### src/hdl/tcs_pkg.sv
// Shared types, codes and constants of the text console engine.
package tcs_pkg;

    localparam int DEF_COLUMNS = 80;
    localparam int DEF_ROWS    = 25;

    localparam int FUNC_W     = 2;
    localparam int CHAR_W     = 8;
    localparam int ATTR_W     = 8;
    localparam int COLOR_W    = 4;
    localparam int ROW_PORT_W = 5;
    localparam int COL_PORT_W = 7;
    localparam int CELL_W     = CHAR_W + ATTR_W;
    localparam int CFG_IDX_W  = 2;

    localparam logic [CHAR_W-1:0]  NEWLINE_CODE = 8'd10;
    localparam logic [CHAR_W-1:0]  SPACE_CODE   = 8'h20;
    localparam logic [CELL_W-1:0]  RESET_CELL   = 16'h0720;
    localparam logic [COLOR_W-1:0] RESET_FG     = 4'd7;
    localparam logic [COLOR_W-1:0] RESET_BG     = 4'd0;

    typedef enum logic [FUNC_W-1:0] {
        FUNC_PUT   = 2'd0,
        FUNC_CLEAR = 2'd1,
        FUNC_READ  = 2'd2
    } t_func;

    typedef enum logic [CFG_IDX_W-1:0] {
        CFG_FG = 2'd0,
        CFG_BG = 2'd1
    } t_cfg_idx;

    typedef enum logic [2:0] {
        ST_INIT,
        ST_IDLE,
        ST_READ,
        ST_SCROLL,
        ST_FILL
    } t_state;

endpackage

### src/hdl/tcs_addr.sv
// Maps a screen row and column to a cell address through the rotating top-row pointer.
module tcs_addr
    import tcs_pkg::*;
#(
    parameter int COLUMNS = DEF_COLUMNS,
    parameter int ROWS    = DEF_ROWS
) (
    input  logic [$clog2(ROWS)-1:0]         i_top,
    input  logic [$clog2(ROWS)-1:0]         i_row,
    input  logic [$clog2(COLUMNS)-1:0]      i_col,
    output logic [$clog2(ROWS*COLUMNS)-1:0] o_addr
);
    localparam int ROW_W  = $clog2(ROWS);
    localparam int SUM_W  = ROW_W + 1;
    localparam int ADDR_W = $clog2(ROWS * COLUMNS);

    logic [SUM_W-1:0] sum;
    logic [SUM_W-1:0] phys;

    always_comb begin
        sum  = {1'b0, i_top} + {1'b0, i_row};
        phys = (sum >= SUM_W'(ROWS)) ? sum - SUM_W'(ROWS) : sum;
    end

    assign o_addr = ADDR_W'(phys[ROW_W-1:0]) * ADDR_W'(COLUMNS) + ADDR_W'(i_col);
endmodule

### config.mk
export PLATFORM = sky130hd
export DESIGN_NAME = tcs_addr
export DESIGN_NICKNAME = d
export VERILOG_FILES = /design/src/hdl/tcs_pkg.sv /design/src/hdl/tcs_addr.sv
export SDC_FILE = /design/constraint.sdc
export NUM_CORES = 1
export LEC_CHECK = 0
export BUFFER_PORTS_ARGS = -buffer_cell sky130_fd_sc_hd__buf_4
export CELL_PAD_IN_SITES_DETAIL_PLACEMENT = 1
export CELL_PAD_IN_SITES_GLOBAL_PLACEMENT = 2
export CORE_MARGIN = 4
export CORE_UTILIZATION = 30
export DETAILED_ROUTE_END_ITERATION = 8
export PLACE_DENSITY = 0.95
export SLEW_MARGIN = 20
export SYNTH_ARGS = -nofsm -noshare
export SYNTH_HDL_FRONTEND = slang
export SYNTH_SLANG_ARGS = --single-unit
### constraint.sdc
create_clock -name vclk -period 8.1
set_input_delay 0 -clock vclk [all_inputs]
set_output_delay 0 -clock vclk [all_outputs]
set_load 0.02 [all_outputs]
==> metrics.md, run 1 <==
| Metric | Value |
|---|---|
| Cell Area, Synth | 661 sq um |
| Met2 routed WL | 777 um |
| Vias in the first global route | 631 |
| Max-slew violations | 0 |
| Cell count after synthesis | 78 |
| Drt wl/cell | 12.4 um |
| First-pass GRT wire length | 2560 um |
| Internal Power | 0.135 mW |
| Top post-synthesis cells by area | ha_1, xnor2_1, fa_1 |
| Clock network power share | 0% |
| # diodes | 0 |
| Syn_area_per_cell | 8.47 sq um |
| Crit path arrival time | 4400 ps |
| Status | completed |
| Largest net degree at the start of global routing | 8 |
| Vias after detailed routing | 614 |
| P_sw | 0.157 mW |
| Met3 wire length | 60 um |
| Crit. End Element | output pin |
| Slew of the pin with the lowest slew margin | 574 ps |
| Final WL | 1500 um |
| Slew headroom | 61.3% |
| Starting Density | 32.7% |
| Sequential fraction of the synthesis area | 0% |
| Post-CTS Hold Fix Bufs | 0 |
| Grt ovf | 0 |
| Setup bufs post-CTS | 0 |
| Maximum VDD drop | 0.000233 V |
| Flop pwr share | 0% |
| Hold crit path type | input pin to output pin |
| Biggest area consumer among synthesized cells | ha_1 |
| Worst EP required | 8100 ps |
| Placeable Area | 0.00202 sq mm |
| Number of top-level pins | 28 |
| Row Count | 16 |
| DRT met1 WL | 656 um |
| P per Cell Area | 359 mW/mm^2 |
| Final Non-Filler Cells | 121 |
| Most numerous cell in the Yosys netlist | ha_1 |
| Residual DRC | 0 |
| CTS resizes | 0 |
| Synth top area share | 30.3% |
| I/O Buffers | 20 |
| Gpl congestion | 0.700 |
| Reg area | 0 sq um |
| Final Hold Vio Count | 0 |
| Comb power frac | 100.0% |
| Total GRT Usage | 11.0% |
| FFs & Latches | 0 |
| Nets | 132 |
| CP Class | input pin to output pin |
| Cells after DPL | 121 |
| Critical path peak fanout | 3 |
| MaxCap Viol Count | 0 |
| Highest Signal Layer | met4 |
| Routed Antenna Nets | 0 |
| Sw frac | 53.8% |
| Commonest cells post-synth | ha_1, xnor2_1, a21oi_1 |
| Chip height | 54.9 um |
| Period utilization | 54.3% |
| RSZ-0062 raised after global routing | no |
| Chip Width | 54.9 um |
| DIE AREA | 0.00302 sq mm |
| Area growth syn-to-layout | 23.3% |
| Clock buffer count | 0 |
| Antenna violations before repair | 0 |
| DRT iter0 DRCs | 2 |
| DRT Pass-1 Iters | 4 |
| Vias per inst | 5.07 |
| Critical path startpoint category | input pin |
| Fmax | 227 MHz |
| Hpwl dp | 1370 um |
| Share of cells above drive strength 1 | 24.5% |
| Post-layout min period | 4400 ps |
| Syn_nets | 114 |
| Setup TNS | 0 ps |
| Syn. warnings | 0 |
| Final setup violating endpoints | 0 |
| Final hold slack | 0.00881 ps |
| Synth cell types | 30 |
| Pleak | 0.409 nW |
per-layer routing:
metal	GRT usage, %	vias up
met3	0	2
met5	0	-
met1	13.9	288
met2	21.7	8
met4	0.810	0
li1	-	316
metrics by stage:
| stage | instance area, sq um | util (%) | setup WS, ps | power [mW] |
|---|---|---|---|---|
| floorplan | 661 | - | 4160 | 0.206 |
| global placement | 815 | 40.3 | 3800 | 0.288 |
| detailed placement | 815 | 40.3 | 3690 | 0.297 |
| CTS | 815 | 40.3 | 3680 | 0.298 |
| global route | 815 | 40.3 | 3380 | 0.326 |
| finish | 815 | 40.3 | 3700 | 0.293 |
worst paths after layout:
check	startpoint	endpoint	slack, ps	cells past startpoint
worst min-delay path	i_col[3]	o_addr[3]	0.009	0
worst max-delay path	i_top[0]	o_addr[10]	3700	18
power groups by stage:
stage	logic [mW]	clock network, mW	registers, mW
after global routing	0.326	0	0
after floorplan	0.206	0	0
after CTS	0.298	0	0
final	0.293	0	0
after detailed placement	0.297	0	0
after global placement	0.288	0	0
cell usage in the layout (no fill, tap or decap), types with 2 or more instances in the layout:
cell     synthesis  routed
buf_4            4      20
ha_1            16      16
xnor2_1          8       8
a21oi_1          6       6
inv_1            5       5
o21ai_0          4       4
a211o_1          3       3
nand2_1          3       3
nor2b_1          3       3
fa_1             3       3
xor2_1           2       2
a21o_1           2       2
nor2_1           2       2
kinds of logic (layout without fill, tap and decap cells):
family,Yosys count,count (layout),synth area share (%)
xor gates and xnor gates,10,10,13.3
adders and majority gates,19,19,39.4
muxes,2,2,3.79
and+or+nand+nor,15,15,12.3
buffers and inverters,9,25,7.39
AOI/OAI and AO/OA,23,23,23.9
worst max-delay path, stage by stage:
cell and delay [ps]:
buf_4 110, ha_1 220, fa_1 540, inv_1 80
ha_1 220, o31a_1 300, a41o_1 280, nor2_2 130
mux2_1 410, ha_1 310, ha_1 240, fa_1 530
nand2_1 90, nor2b_1 180, o21ai_0 110, a221oi_1 330
xnor2_1 160, buf_4 160
cell type report:
type                       count  area, sq um
fill                         241         1210
multi-input combinational     69          612
timing repair buffer          20          150
tap                           27         33.8
inverter                       5         18.8
(Power assumes the default switching activity.)
==> inputs of run 2 (changes only) <==
ABC_AREA = 1   (was not set)
CORE_UTILIZATION = 27   (was 30)
PLACE_DENSITY = 0.93   (was 0.95)
clock period = 4.3 ns   (was 8.1 ns; I/O delays follow)
==> run 2 against run 1 <==
First-iteration DRC count grew to 2.5 times the previous value. Sequential share of layout area stayed put. Synthesized area grew 3.4%. Critical path type unchanged. Critical endpoint unchanged. Largest cell class unchanged.
==> metrics.md, run 2 <==
| Metric | Value |
|---|---|
| Most frequent cells in the layout | nand2_1, buf_4, ha_1 |
| Post-CTS Hold Fix Bufs | 0 (unchanged) |
| Sequential fraction of the synthesis area | 0% (unchanged) |
| Buffers & Inverters on Critical Path | 4 (+1) |
| Chip Width | 58.3 um (+6.1%) |
| Antenna violations before repair | 0 (unchanged) |
| DIE AREA | 0.00340 sq mm (+13%) |
| Slew headroom | 76.8% (+15 points) |
| Period utilization | 82.2% |
| Most common cell after layout, fill and taps aside | nand2_1 |
| Final setup violating endpoints | 0 (unchanged) |
| Most used cell, CP | ha_1 |
| Biggest area consumer among synthesized cells | ha_1 |
| Syn_nets | 131 (+15%) |
| CTS resizes | 0 (unchanged) |
| Main combinational cell family by area after synthesis | adder cells |
| Routed Antenna Nets | 0 (unchanged) |
| I/O Buffers | 20 (unchanged) |
| Post-synthesis xor/xnor area fraction | 12.8% (-0.44 points) |
| Syn_area_per_cell | 7.19 sq um (-15%) |
| Critical path peak fanout | 6 (+3) |
| Row Count | 17 (+1) |
| P per Cell Area | 600 mW/mm^2 (+67%) |
| Vias per inst | 4.60 (-9.3%) |
| Critical path startpoint category | input pin |
| Cell Area, Synth | 683 sq um (+3.4%) |
| First-pass GRT wire length | 2660 um (+3.8%) |
| Hold crit path type | input pin to output pin |
| Pleak | 0.463 nW (+13%) |
| Slew of the pin with the lowest slew margin | 346 ps (-229 ps) |
| Gpl congestion | 0.760 (+8.6%) |
| Clock buffer count | 0 (unchanged) |
| Area growth syn-to-layout | 22.7% |
| Crit. End Element | output pin |
| Synth Area in Compound Gates | 6.96% (-17 points) |
| Multiplexer share of the synthesized area | 0% (-3.8 points) |
| FFs & Latches | 0 (unchanged) |
| RSZ-0062 raised after global routing | no |
| Synth cell types | 20 (-33%) |
| FILL cells | 307 (+27%) |
| Final WL | 1570 um (+4.5%) |
| Top Family by Delay on Critical Path | adder cells |
| Status | completed |
| Placeable Area | 0.00232 sq mm (+15%) |
| Commonest cells post-synth | nand2_1, ha_1, inv_1, nand3_1, xor2_1 |
| Final Hold Vio Count | 0 (unchanged) |
| Total GRT Usage | 9.15% (-1.9 points) |
| Post-layout min period | 3540 ps |
| Max-slew violations | 0 (unchanged) |
| Drt wl/cell | 11.3 um (-9.0%) |
| Vias in the first global route | 656 (+4.0%) |
| Crit-path cells | buf_4, ha_1, fa_1, inv_1, ha_1, nand3b_1, nand3_2, nand2_4, nand2_1, xnor2_1, ha_1, ha_1, fa_1, xor2_1, nand3_1, xnor2_1, inv_1, nand3_1, nand2_1, buf_4 |
| Grt ovf | 0 (unchanged) |
| Share of cells above drive strength 1 | 26.1% (+1.7 points) |
| Most numerous cell in the Yosys netlist | nand2_1 |
| Nets | 149 (+13%) |
| Synth top area share | 29.3% (-1.0 points) |
| Setup bufs post-CTS | 0 (unchanged) |
| Vias after detailed routing | 640 (+4.2%) |
| Synth Area in Simple Gates | 31.1% (+19 points) |
| Setup Slack @ Placement | 716 ps (-2980 ps) |
| Slowest cell on crit path | fa_1 |
| Cell count after synthesis | 95 (+22%) |
| # diodes | 0 (unchanged) |
| Setup TNS | 0 ps (unchanged) |
| Syn. warnings | 0 (unchanged) |
| Crit path arrival time | 3540 ps (-860 ps) |
| Adder-Cell Fraction of Synth Area | 38.1% (-1.3 points) |
| Top post-synthesis cells by area | ha_1, nand2_1, xor2_1 |
| Critical Path Max Stage Delay | 490 ps (-50 ps) |
| Starting Density | 29.5% (-3.2 points) |
| Largest net degree at the start of global routing | 7 (-1) |
| MaxCap Viol Count | 0 (unchanged) |
| Hpwl dp | 1470 um (+7.2%) |
| DRT iter0 DRCs | 5 (+3) |
| Chip height | 58.3 um (+6.1%) |
| Residual DRC | 0 (unchanged) |
| Number of top-level pins | 28 (unchanged) |
| Maximum VDD drop | 0.000290 V (+24%) |
| Reg area | 0 sq um (unchanged) |
| Worst EP required | 4300 ps (-3800 ps) |
| CP Class | input pin to output pin |
| Fmax | 283 MHz |
| Worst Slack Setup Final | 763 ps (-2940 ps) |
| DRT Pass-1 Iters | 4 (unchanged) |
run 2: cell count changes in the layout (fill, tap and decap cells not counted), moves of 4 or more:
cell     previous run  this run
xnor2_1             8         3
o21ai_0             4         0
nand3_1             0        11
inv_1               5        11
nand2_1             3        21
xor2_1              2         7
run 2: layer usage:
layer	vias up	part of all wire [%]	track usage [%]	wire, um
li1	342	-	-	-
met1	289	45	11.9	698
met2	9	51	17.4	807
met5	-	0	0	0
met3	0	3.9	0.658	61
met4	0	0	0	0
run 2: cell families after synthesis:
family / count (synthesis)
AND/OR/NAND/NOR: 42
XOR/XNOR: 10
adder cells (fa/ha/maj): 19
AO/OA/AOI/OAI: 8
buffers and inverters: 16
run 2: area by class of cell:
| type | count | area (sq um) | area share, % |
|---|---|---|---|
| inverters | 12 | 45.0 | 5.37 |
| well taps | 28 | 35.0 | 4.18 |
| multi-input cells | 79 | 608 | 72.5 |
| repair buffers | 20 | 150 | 17.9 |
run 2: through the flow:
stage	utilization, %	power, mW	area (sq um)	hold WS (ps)	instances
final	36.2	0.503	838	0.00885	139
after global routing	36.2	0.559	838	0.0293	139
after CTS	36.2	0.515	838	0.137	139
after detailed placement	36.2	0.514	838	0.137	139
after global placement	36.2	0.492	838	0.137	139
after floorplan	-	0.345	683	113	95
run 2: report_power, final:
group	total, mW	internal, mW	switching (mW)
Sequential	0	0	0
Clock	0	0	0
Combinational	0.503	0.213	0.290
run 2: path summary, 6_finish.rpt:
path,start,endpoint,slack [ps],cells past startpoint
hold / removal,i_col[1],o_addr[1],0.009,0
setup / recovery,i_top[0],o_addr[10],760,20
